$ cat config.mk
export PLATFORM = sky130hd
export DESIGN_NAME = bbcm_ctrl
export DESIGN_NICKNAME = d
export VERILOG_FILES = /design/src/rtl/core/bbcm_pkg.sv /design/src/rtl/core/bbcm_ctrl.sv
export SDC_FILE = /design/constraint.sdc
export NUM_CORES = 1
export LEC_CHECK = 0
export ABC_AREA = 1
export BUFFER_PORTS_ARGS = -buffer_cell sky130_fd_sc_hd__buf_4
export CORE_AREA = 2 2 39 41
export CTS_CLUSTER_DIAMETER = 200
export DETAILED_ROUTE_END_ITERATION = 7
export DIE_AREA = 0 0 41 43
export GPL_TIMING_DRIVEN = 0
export MAX_ROUTING_LAYER = met4
export PLACE_DENSITY = 0.8
export SETUP_SLACK_MARGIN = 0.2
export SYNTH_ARGS = -nofsm -noshare
export SYNTH_HDL_FRONTEND = slang
export SYNTH_SLANG_ARGS = --single-unit
export TNS_END_PERCENT = 10
$ cat constraint.sdc
create_clock -name clk -period 1.7 [get_ports clk]
set_input_delay 0.34 -clock clk [delete_from_list [all_inputs] [get_ports clk]]
set_output_delay 0.34 -clock clk [all_outputs]
set_load 0.005 [all_outputs]
$ cat src/rtl/core/bbcm_pkg.sv
// ----------------------------------------------------------------------------
// bbcm_pkg
// Shared types and codes for the block buffer cache manager.
// ----------------------------------------------------------------------------
`default_nettype none

package bbcm_pkg;

    localparam int SLOTS_DEFAULT = 64;

    localparam logic [2:0] CMD_GET        = 3'd0;
    localparam logic [2:0] CMD_RELEASE    = 3'd1;
    localparam logic [2:0] CMD_MARK_VALID = 3'd2;
    localparam logic [2:0] CMD_MARK_DIRTY = 3'd3;
    localparam logic [2:0] CMD_SYNC       = 3'd4;

    localparam logic [1:0] ST_OK        = 2'd0;
    localparam logic [1:0] ST_NO_FREE   = 2'd1;
    localparam logic [1:0] ST_UNDERFLOW = 2'd2;

    typedef enum logic [3:0] {
        S_CLEAR,
        S_IDLE,
        S_DECODE,
        S_SCAN,
        S_HIT,
        S_NOFREE,
        S_RD_HEAD,
        S_MISS,
        S_REL_CHK,
        S_APP1,
        S_APP2,
        S_SIMPLE,
        S_SYNC,
        S_SYNC_END
    } state_t;

    typedef enum logic [3:0] {
        OP_NONE,
        OP_CLEAR,
        OP_ACCEPT,
        OP_START,
        OP_SCAN,
        OP_HIT,
        OP_NOFREE,
        OP_RD_HEAD,
        OP_MISS,
        OP_RD_SLOT,
        OP_REL,
        OP_APP1,
        OP_APP2,
        OP_SIMPLE,
        OP_SYNC,
        OP_SYNC_END
    } op_t;

    typedef struct packed {
        op_t op;
    } ctrl_t;

    typedef struct packed {
        logic       clr_done;
        logic       match;
        logic       scan_done;
        logic       empty;
        logic       cnt_zero;
        logic       cnt_one;
        logic       oob;
        logic       out_free;
        logic [2:0] cmd;
    } stat_t;

endpackage

`default_nettype wire

$ cat src/rtl/core/bbcm_ctrl.sv
// ----------------------------------------------------------------------------
// bbcm_ctrl
// Sequencer: steps each command through datapath micro-operations.
// ----------------------------------------------------------------------------
`default_nettype none

module bbcm_ctrl
(
    input  wire logic            clk,
    input  wire logic            rst_n,
    input  wire logic            in_valid,
    output logic                 in_ready,
    input  wire bbcm_pkg::stat_t stat,
    output bbcm_pkg::ctrl_t      ctrl
);

    bbcm_pkg::state_t state_reg;
    bbcm_pkg::state_t state_next;

    always_ff @(posedge clk or negedge rst_n)
    begin
        if (!rst_n)
        begin
            state_reg <= bbcm_pkg::S_CLEAR;
        end
        else
        begin
            state_reg <= state_next;
        end
    end

    always_comb
    begin
        state_next = state_reg;
        ctrl.op    = bbcm_pkg::OP_NONE;
        in_ready   = 1'b0;
        unique case (state_reg)
            bbcm_pkg::S_CLEAR:
            begin
                ctrl.op = bbcm_pkg::OP_CLEAR;
                if (stat.clr_done)
                begin
                    state_next = bbcm_pkg::S_IDLE;
                end
            end
            bbcm_pkg::S_IDLE:
            begin
                in_ready = 1'b1;
                if (in_valid)
                begin
                    ctrl.op    = bbcm_pkg::OP_ACCEPT;
                    state_next = bbcm_pkg::S_DECODE;
                end
            end
            bbcm_pkg::S_DECODE:
            begin
                case (stat.cmd)
                    bbcm_pkg::CMD_GET:
                    begin
                        ctrl.op    = bbcm_pkg::OP_START;
                        state_next = bbcm_pkg::S_SCAN;
                    end
                    bbcm_pkg::CMD_SYNC:
                    begin
                        ctrl.op    = bbcm_pkg::OP_START;
                        state_next = bbcm_pkg::S_SYNC;
                    end
                    bbcm_pkg::CMD_RELEASE:
                    begin
                        if (stat.oob)
                        begin
                            state_next = bbcm_pkg::S_SIMPLE;
                        end
                        else
                        begin
                            ctrl.op    = bbcm_pkg::OP_RD_SLOT;
                            state_next = bbcm_pkg::S_REL_CHK;
                        end
                    end
                    default:
                    begin
                        state_next = bbcm_pkg::S_SIMPLE;
                    end
                endcase
            end
            bbcm_pkg::S_SCAN:
            begin
                ctrl.op = bbcm_pkg::OP_SCAN;
                if (stat.match)
                begin
                    state_next = bbcm_pkg::S_HIT;
                end
                else if (stat.scan_done)
                begin
                    state_next = stat.empty ? bbcm_pkg::S_NOFREE : bbcm_pkg::S_RD_HEAD;
                end
            end
            bbcm_pkg::S_HIT:
            begin
                if (stat.out_free)
                begin
                    ctrl.op    = bbcm_pkg::OP_HIT;
                    state_next = bbcm_pkg::S_IDLE;
                end
            end
            bbcm_pkg::S_NOFREE:
            begin
                if (stat.out_free)
                begin
                    ctrl.op    = bbcm_pkg::OP_NOFREE;
                    state_next = bbcm_pkg::S_IDLE;
                end
            end
            bbcm_pkg::S_RD_HEAD:
            begin
                ctrl.op    = bbcm_pkg::OP_RD_HEAD;
                state_next = bbcm_pkg::S_MISS;
            end
            bbcm_pkg::S_MISS:
            begin
                if (stat.out_free)
                begin
                    ctrl.op    = bbcm_pkg::OP_MISS;
                    state_next = bbcm_pkg::S_IDLE;
                end
            end
            bbcm_pkg::S_REL_CHK:
            begin
                if (stat.out_free)
                begin
                    ctrl.op = bbcm_pkg::OP_REL;
                    if (!stat.cnt_zero && stat.cnt_one && !stat.empty)
                    begin
                        state_next = bbcm_pkg::S_APP1;
                    end
                    else
                    begin
                        state_next = bbcm_pkg::S_IDLE;
                    end
                end
            end
            bbcm_pkg::S_APP1:
            begin
                ctrl.op    = bbcm_pkg::OP_APP1;
                state_next = bbcm_pkg::S_APP2;
            end
            bbcm_pkg::S_APP2:
            begin
                if (stat.out_free)
                begin
                    ctrl.op    = bbcm_pkg::OP_APP2;
                    state_next = bbcm_pkg::S_IDLE;
                end
            end
            bbcm_pkg::S_SIMPLE:
            begin
                if (stat.out_free)
                begin
                    ctrl.op    = bbcm_pkg::OP_SIMPLE;
                    state_next = bbcm_pkg::S_IDLE;
                end
            end
            bbcm_pkg::S_SYNC:
            begin
                ctrl.op = bbcm_pkg::OP_SYNC;
                if (stat.scan_done)
                begin
                    state_next = bbcm_pkg::S_SYNC_END;
                end
            end
            bbcm_pkg::S_SYNC_END:
            begin
                if (stat.out_free)
                begin
                    ctrl.op    = bbcm_pkg::OP_SYNC_END;
                    state_next = bbcm_pkg::S_IDLE;
                end
            end
            default:
            begin
                state_next = bbcm_pkg::S_CLEAR;
            end
        endcase
    end

endmodule

`default_nettype wire

==> results of run 1 <==
[cells by family after synthesis]
| group | Yosys count |
|---|---|
| AO/OA/AOI/OAI | 9 |
| buffers and inverters | 22 |
| flip-flops | 4 |
| AND/OR/NAND/NOR | 86 |
[cell type report]
type | count | area (um2)
Timing Repair Buffer | 35 | 281.5
Sequential cell | 4 | 102.6
Fill cell | 108 | 345.3
Clock buffer | 3 | 22.52
Tap cell | 16 | 20.02
Buffer | 3 | 27.53
Multi-Input combinational cell | 95 | 503.0
Inverter | 19 | 81.33
[power by group through the flow]
stage | Sequential, W | Clock [W] | Combinational, W
2_1_floorplan | 0.000174 | 0 | 0.000542
3_3_place_gp | 0.000189 | 0 | 0.000767
3_5_place_dp | 0.000188 | 0 | 0.000779
4_1_cts | 0.000194 | 0.000119 | 0.000983
5_1_grt | 0.000208 | 0.000131 | 0.00128
6_report | 0.000204 | 0.000129 | 0.00118
[Yosys cell counts (all sizes together)]
library cell  instances
o21bai                1
a31oi                 1
buf                   3
nand2                45
nand3b                1
dfrtp                 4
nor2                 22
o21ai                 3
a21oi                 3
nand4                 1
nand3                17
o2111ai               1
inv                  19
[worst reg2reg max path: stages, from the launching register on]
cell and delay (ns):
dfrtp_2 0.43, inv_4 0.07, nor2_4 0.19, nand2_2 0.11
buf_6 0.12, buf_6 0.10, buf_6 0.10, buf_6 0.10
buf_6 0.11, nand3_4 0.05, nor2_2 0.04, nand2_1 0.06
nand2_1 0.05, nand2_1 0.06
[how the worst max path moves through the flow]
| stage | depth (start not counted) | start | endpoint |
|---|---|---|---|
| 5_1_grt | 6 | state_reg[0] | ctrl[1] |
| 4_1_cts | 8 | state_reg[3] | ctrl[1] |
| 6_report | 6 | state_reg[1] | ctrl[2] |
| 3_3_place_gp | 8 | state_reg[2] | ctrl[2] |
| 3_5_place_dp | 8 | state_reg[2] | ctrl[2] |
| 2_1_floorplan | 7 | state_reg[2] | ctrl[3] |
[metrics by stage]
step	hold slack [ns]	power, W	utilization (%)
after floorplan	0.04441	0.0007159	-
after global placement	0.1337	0.0009557	54.97
after detailed placement	0.1357	0.0009671	54.97
after CTS	0.4380	0.001295	68.44
after global routing	0.4367	0.001617	75.05
final	0.4388	0.001516	75.05
[metal layers]
layer / GRT usage [%] / vias up / share of wire (%) / routed length, um
met5: - / - / 0 / 0
met4: 4.000 / 0 / 1.7 / 38
met3: 6.806 / 6 / 7.2 / 166
met2: 46.56 / 47 / 51 / 1173
met1: 35.18 / 436 / 40 / 924
li1: - / 450 / - / -
[what timing repair did]
action,4_1_cts,5_1_grt
gates cloned,1,0
endpoints found under the setup margin,5,8
hold buffers,1,0
endpoints found under the hold margin,4,0
gates resized for setup,26,18
buffers inserted,11,5
pin swaps,12,17
==> impl_metrics.toml, run 1 <==
[timing]
setup_viol = 4
worstMarginPinSlew_ns = 0.2524
slew_viol_final = 0
finalClockSkew_ns = 0.004128
rsz0062_at_grt = "true"
min_period_ns = 1.769
fin_crit_sh_pct = 104.1
worst_slack_ns = -0.06945
final_hold_viol_count = 0
fmax_mhz = 565.1
timing.slew.headroom_pct = 83.11
finalSetupTns_ns = -0.2083

[layout]
finalNetCount = 175
final_common_cell = "nand2_1"
finalNonFillerCells = 175
final_layout_size_suffix_gt1_share_pct = 46.54
design_area_mm2 = 0.001039
n_antenna_cell = 0
synthToLayoutAreaGrowth_pct = 69.39
final_cell_mix = "37 x nand2_1, 28 x buf_4, 15 x nand3_1"
largest_reg_flops = 4

[clocking]
cts_tree = "done"
clock_sinks = 4
cts_root_buf = "clkbuf_4"
clkTransAtPathRegs_ns = 0.04
clock_latency_ns = 0.25
htree_levels = 1
cts_buffers = 3
cts_max_path_buffers = 2

[floorplan]
fp.dieH_um = 43
io_pins = 19
core_mm2 = 0.001384
die_area_mm2 = 0.001763
rows = 14
die_w_um = 41
initial_utilization_pct = 44.30

[worst_setup_path]
reg2reg_slack_ns = 0.03
worstPathArrival_ns = 1.43
r2r-start = "state_reg[0]"
crit_buf_inv = 2
critical-path-top-delay-family = "flip-flops"
slowest_stage = "dfrtp_2"
cp.required_ns = 1.36
critPathLaunchType = "flop"
crit_chain = "nor2_1 > nand2_2 > inv_2 > o21ai_2 > nand3_1 > buf_4"
path_max_fanout = 5
cp-end-kind = "primary output"
cpPeakStageDelay_ns = 0.46
worstRegToRegCells = 13
rr_endpoint = "state_reg[1]"
critPathKind = "reg2out"

[outcome]
violations = "negative setup slack"
status = "complete, but fails checks"

[placed_design]
hpwl_um = 1291
dpl.cell_count = 154
io_buffer_count = 17
placed_area_um2 = 760.7
place.gp.congestion = 0.8948
pre_cts_slack_ns = 0.03139

[power_and_ir_drop]
powerDensity_mw_per_mm2 = 1460
p_sw_w = 0.0007676
seqPwrFrac_pct = 13.5
switching_share_pct = 50.63
ir_worst_vdd_mv = 0.7977
intPower_w = 0.0007484
p_comb_share_pct = 78.0
clkPwrFrac_pct = 8.5
power.leakage_nw = 0.6032

[global_routing]
antenna_found_initial = 0
grt_overflow = 0
grtUsageTotal_pct = 28.51
grt_start_max_net_pins = 10
grt_pass1_vias = 808
grt_pass1_wl_um = 3367

[detailed_routing]
post-route-drc-count = 0
ant_nets = 0
wire_per_inst_um = 13.15
vias_per_cell = 5.366
vias = 939
drt_iter0_markers = 52
firstDrtPassIters = 4
routed_wl_um = 2301

[synthesis]
synthesis.instances = 121
synthTopCellsByArea = "nand2_1 28%, dfrtp_1 16%, nand3_1 13%"
yosys_warnings = 0
synth_compound_area_share_pct = 8.571
synth_nets = 135
synth_xor_area_share_pct = 0
synth-adder-area-share_pct = 0
synth_top_family_by_area = "simple AND/OR/NAND/NOR gates"
synth-simple-area-share_pct = 59.59
ys_ff_latch = 4
yosysUniqueCellTypes = 18
syn_avg_cell_area_um2 = 5.067
yosysTopAreaCell = "nand2_1"
yosys-mux-area-fraction_pct = 0
syn-cell-area_um2 = 613.1
seq_area_frac_synth_pct = 16.33
synth.top_cell.area_share_pct = 27.55

[min_path]
hp-class = "in2async"

[run]
maxCapViolCount = 0
Power figures use the tool's default switching activity.
==> run 2, diff against run 1 <==
- CORE_AREA: 2 2 39 41 -> not set
- CORE_UTILIZATION: not set -> 44
- DIE_AREA: 0 0 41 43 -> not set
- clock period: 1.7 -> 1.6 ns (I/O delays scaled with it)
==> impl_metrics.toml, run 2 (synthesis gave the netlist of run 1 again) <==
[power_and_ir_drop]
power.leakage_nw = 0.5706
finalPower_w = 0.001487
intPower_w = 0.0007417
switching_share_pct = 50.13
p_sw_w = 0.0007457
clkPwrFrac_pct = 8.2
seqPwrFrac_pct = 14.8
powerDensity_mw_per_mm2 = 1526
ir_worst_vdd_mv = 0.7276
p_comb_share_pct = 77.0

[placed_design]
place.gp.congestion = 0.8766
pre_cts_slack_ns = -0.01645
io_buffer_count = 17
hpwl_um = 1242

[outcome]
violations = "negative setup slack"
status = "complete, but fails checks"

[worst_setup_path]
rr_endpoint = "state_reg[1]"
cpPeakStageDelay_ns = 0.46
reg2reg_slack_ns = 0
crit_chain = "buf_6 > nor2_4 > nand2_2 > inv_1 > nor2_1 > o2111ai_1 > buf_4"
path_max_fanout = 6
cp.required_ns = 1.28
critPathKind = "reg2out"
cp-end-kind = "primary output"
critPathLaunch = "state_reg[1]"
r2r-start = "state_reg[2]"
worstPathArrival_ns = 1.46
worstRegToRegCells = 13
crit_buf_inv = 3
slowest_stage = "dfrtp_2"
critical-path-top-delay-family = "flip-flops"
critPathLaunchType = "flop"

[floorplan]
fp.dieH_um = 39.33
io_pins = 19
core_mm2 = 0.001301
die_area_mm2 = 0.001547
rows = 13
die_w_um = 39.33
initial_utilization_pct = 47.12

[global_routing]
grt_pass1_vias = 768
grt_overflow = 0
antenna_found_initial = 0
grt_pass1_wl_um = 3056
grt_start_max_net_pins = 10
grtUsageTotal_pct = 29.20

[timing]
finalSetupTns_ns = -0.6438
worstMarginPinSlew_ns = 0.2091
finalClockSkew_ns = 0.002946
setup_viol = 4
rsz0062_at_grt = "true"
hold_slack_ns = 0.4224
min_period_ns = 1.784
final_hold_viol_count = 0
fmax_mhz = 560.4
fin_crit_sh_pct = 111.5
timing.slew.headroom_pct = 86.01
worst_slack_ns = -0.1845
slew_viol_final = 0

[layout]
finalNetCount = 172
fill_cells = 95
final_cell_mix = "40 x nand2_1, 30 x buf_4, 15 x nand3_1"
synthToLayoutAreaGrowth_pct = 58.98
largest_reg_flops = 4
final_layout_size_suffix_gt1_share_pct = 40.38
final_common_cell = "nand2_1"
n_antenna_cell = 0

[detailed_routing]
wire_per_inst_um = 12.30
routed_wl_um = 2103
ant_nets = 0
vias = 934
firstDrtPassIters = 4
drt_iter0_markers = 32
vias_per_cell = 5.462
post-route-drc-count = 0

[min_path]
hp-class = "in2async"

[clocking]
cts_buffers = 3
cts_max_path_buffers = 2
cts_tree = "done"
htree_levels = 1
clock_latency_ns = 0.23
clock_sinks = 4
cts_root_buf = "clkbuf_4"
clkTransAtPathRegs_ns = 0.04

[run]
maxCapViolCount = 0
-- run 2: area by class of cell --
cell class / instances / area (um2) / share of cell area, %
Tap cell: 15 / 18.77 / 1.926
Sequential cell: 4 / 102.6 / 10.53
Timing Repair Buffer: 32 / 246.5 / 25.29
Multi-Input combinational cell: 95 / 478.0 / 49.04
Clock buffer: 3 / 22.52 / 2.311
Inverter: 19 / 78.83 / 8.087
Buffer: 3 / 27.53 / 2.824
-- run 2: power groups by stage --
stage	clock network, W	registers [W]	logic (W)
after floorplan	0	0.000185	0.000576
after global placement	0	0.000201	0.000816
after detailed placement	0	0.000202	0.000818
after CTS	0.000123	0.000212	0.00101
after global routing	0.000131	0.000223	0.00125
final	0.000122	0.000221	0.00115
-- run 2: how the worst max path moves through the flow --
stage                         end  slack, ns  cells after the start
after floorplan           ctrl[3]       0.22                      7
after global placement    ctrl[2]      -0.03                      8
after detailed placement  ctrl[3]      -0.02                      8
after CTS                 ctrl[1]      -0.08                      8
after global routing      ctrl[0]      -0.24                      7
final                     ctrl[0]      -0.18                      7
-- run 2: metrics by stage --
| stage | instance area, um2 | utilization [%] | cells |
|---|---|---|---|
| 2_1_floorplan | 613.1 | - | 121 |
| 3_3_place_gp | 759.5 | 58.37 | 153 |
| 3_5_place_dp | 759.5 | 58.37 | 153 |
| 4_1_cts | 932.1 | 71.63 | 169 |
| 5_1_grt | 974.7 | 74.90 | 171 |
| 6_report | 974.7 | 74.90 | 171 |
-- run 2: per-layer routing --
layer / wire length [um] / share of wire, % / global-route usage (%)
met1: 842 / 40 / 37.59
met2: 1027 / 49 / 47.50
met3: 168 / 8.0 / 3.977
met4: 65 / 3.1 / 8.621
met5: 0 / 0 / -
-- run 2: what timing repair did --
item	in CTS	in global routing
resized for setup	21	10
hold endpoints to repair	4	0
endpoints found under the setup margin	5	9
pin swaps	5	3
gates cloned	0	0
hold buffers	1	0
buffers inserted	12	2
==> run 3, diff against run 2 <==
- PLACE_DENSITY: 0.8 -> 0.79
==> impl_metrics.toml, run 3 (synthesis gave the netlist of run 1 again) <==
[outcome]
status = "complete, but fails checks"
violations = "negative setup slack"

[layout]
synthToLayoutAreaGrowth_pct = 66.12
multi_input_area_um2 = 516.7
final_layout_size_suffix_gt1_share_pct = 46.79
seqCellArea_um2 = 102.6
final_common_cell = "nand2_1"
n_antenna_cell = 0
final_cell_mix = "34 x nand2_1, 30 x buf_4, 15 x nand3_1"
finalNetCount = 172
fill_cells = 97
largest_reg_flops = 4

[floorplan]
die_w_um = 39.33
rows = 13
fp.dieH_um = 39.33
die_area_mm2 = 0.001547
core_mm2 = 0.001301
io_pins = 19
initial_utilization_pct = 47.12

[placed_design]
place.gp.congestion = 0.9068
io_buffer_count = 17
hpwl_um = 1321
pre_cts_slack_ns = -0.02450

[timing]
rsz0062_at_grt = "true"
finalSetupTns_ns = -0.4073
slew_viol_final = 0
timing.slew.headroom_pct = 86.43
fin_crit_sh_pct = 107.4
hold_slack_ns = 0.4314
worst_slack_ns = -0.1184
worstMarginPinSlew_ns = 0.2031
finalClockSkew_ns = 0.004020
min_period_ns = 1.718
setup_viol = 4
fmax_mhz = 581.9
final_hold_viol_count = 0

[detailed_routing]
ant_nets = 0
routed_wl_um = 2172
drt_iter0_markers = 43
post-route-drc-count = 0
wire_per_inst_um = 12.70
vias_per_cell = 5.222
firstDrtPassIters = 4
vias = 893

[global_routing]
grt_overflow = 0
grtUsageTotal_pct = 29.73
grt_pass1_vias = 772
grt_pass1_wl_um = 3167
grt_start_max_net_pins = 10
antenna_found_initial = 0

[power_and_ir_drop]
power.leakage_nw = 0.5829
p_sw_w = 0.0008101
ir_worst_vdd_mv = 0.7649
powerDensity_mw_per_mm2 = 1561
p_comb_share_pct = 77.9
switching_share_pct = 50.96
clkPwrFrac_pct = 7.6
intPower_w = 0.0007795
seqPwrFrac_pct = 14.5

[worst_setup_path]
critPathKind = "reg2out"
worstPathArrival_ns = 1.40
cp.required_ns = 1.28
critPathLaunchType = "flop"
path_max_fanout = 8
cp-end-kind = "primary output"

[clocking]
cts_max_path_buffers = 2
clock_sinks = 4
cts_buffers = 3
cts_root_buf = "clkbuf_4"
htree_levels = 1
clkTransAtPathRegs_ns = 0.04
clock_latency_ns = 0.23
cts_tree = "done"

[min_path]
hp-class = "in2async"

[run]
maxCapViolCount = 0
-- run 3: cell counts in the layout (fill, tap and decap cells not counted) --
Identical to the previous run, type by type.
-- run 3: path summary, 6_finish.rpt --
check	from	end	slack, ns	cells past startpoint
worst max-delay path	state_reg[3]	ctrl[0]	-0.12	7
worst min-delay path	rst_n	state_reg[3]	0.43	2
worst max register to register	state_reg[3]	state_reg[0]	0.09	11
worst min register to register	state_reg[3]	state_reg[3]	0.66	3
max in group asynchronous	rst_n	state_reg[0]	1.05	2
min in group clk	stat[5]	state_reg[3]	0.47	5
-- run 3: per-stage QoR --
stage	power [W]	instance area, um2	util (%)	std cells
after floorplan	0.0007606	613.1	-	121
after global placement	0.001013	759.5	58.37	153
after detailed placement	0.001024	759.5	58.37	153
after CTS	0.001470	978.4	75.19	168
after global routing	0.001714	1018	78.27	171
final	0.001590	1018	78.27	171
-- run 3: repair_timing --
item / in CTS / in global routing
endpoints found under the hold margin: 4 / 0
resized for setup: 40 / 6
hold buffers: 1 / 0
buffers inserted: 11 / 3
pin swaps: 9 / 4
endpoints found under the setup margin: 5 / 9
-- run 3: power by group through the flow --
stage,logic (W),clock network (W),registers (W)
after floorplan,0.000576,0,0.000185
after global placement,0.000812,0,0.000201
after detailed placement,0.000824,0,0.000200
after CTS,0.00112,0.000124,0.000225
after global routing,0.00135,0.000133,0.000234
final,0.00124,0.000121,0.000230
-- run 3: area by class of cell --
| cell class | instances | area share [%] |
|---|---|---|
| multi-input cells | 95 | 50.74 |
| repair buffers | 32 | 24.20 |
| flip-flops and latches | 4 | 10.07 |
| inverters | 19 | 8.231 |
| plain buffers | 3 | 2.703 |
| clock buffers | 3 | 2.211 |
| well taps | 15 | 1.843 |
-- run 3: critical path: stages, from the launching register on --
cell	delay (ns)
dfrtp_1	0.36
buf_6	0.15
buf_4	0.14
nand3_1	0.09
nand2_2	0.08
nand3_1	0.07
o2111ai_1	0.12
buf_4	0.15
-- run 3: routing by layer --
layer,track usage [%],wire [um],vias to the layer above
li1,-,-,449
met1,39.38,901,396
met2,54.17,1093,48
met3,0,177,0
met4,0,0,0
met5,-,0,-
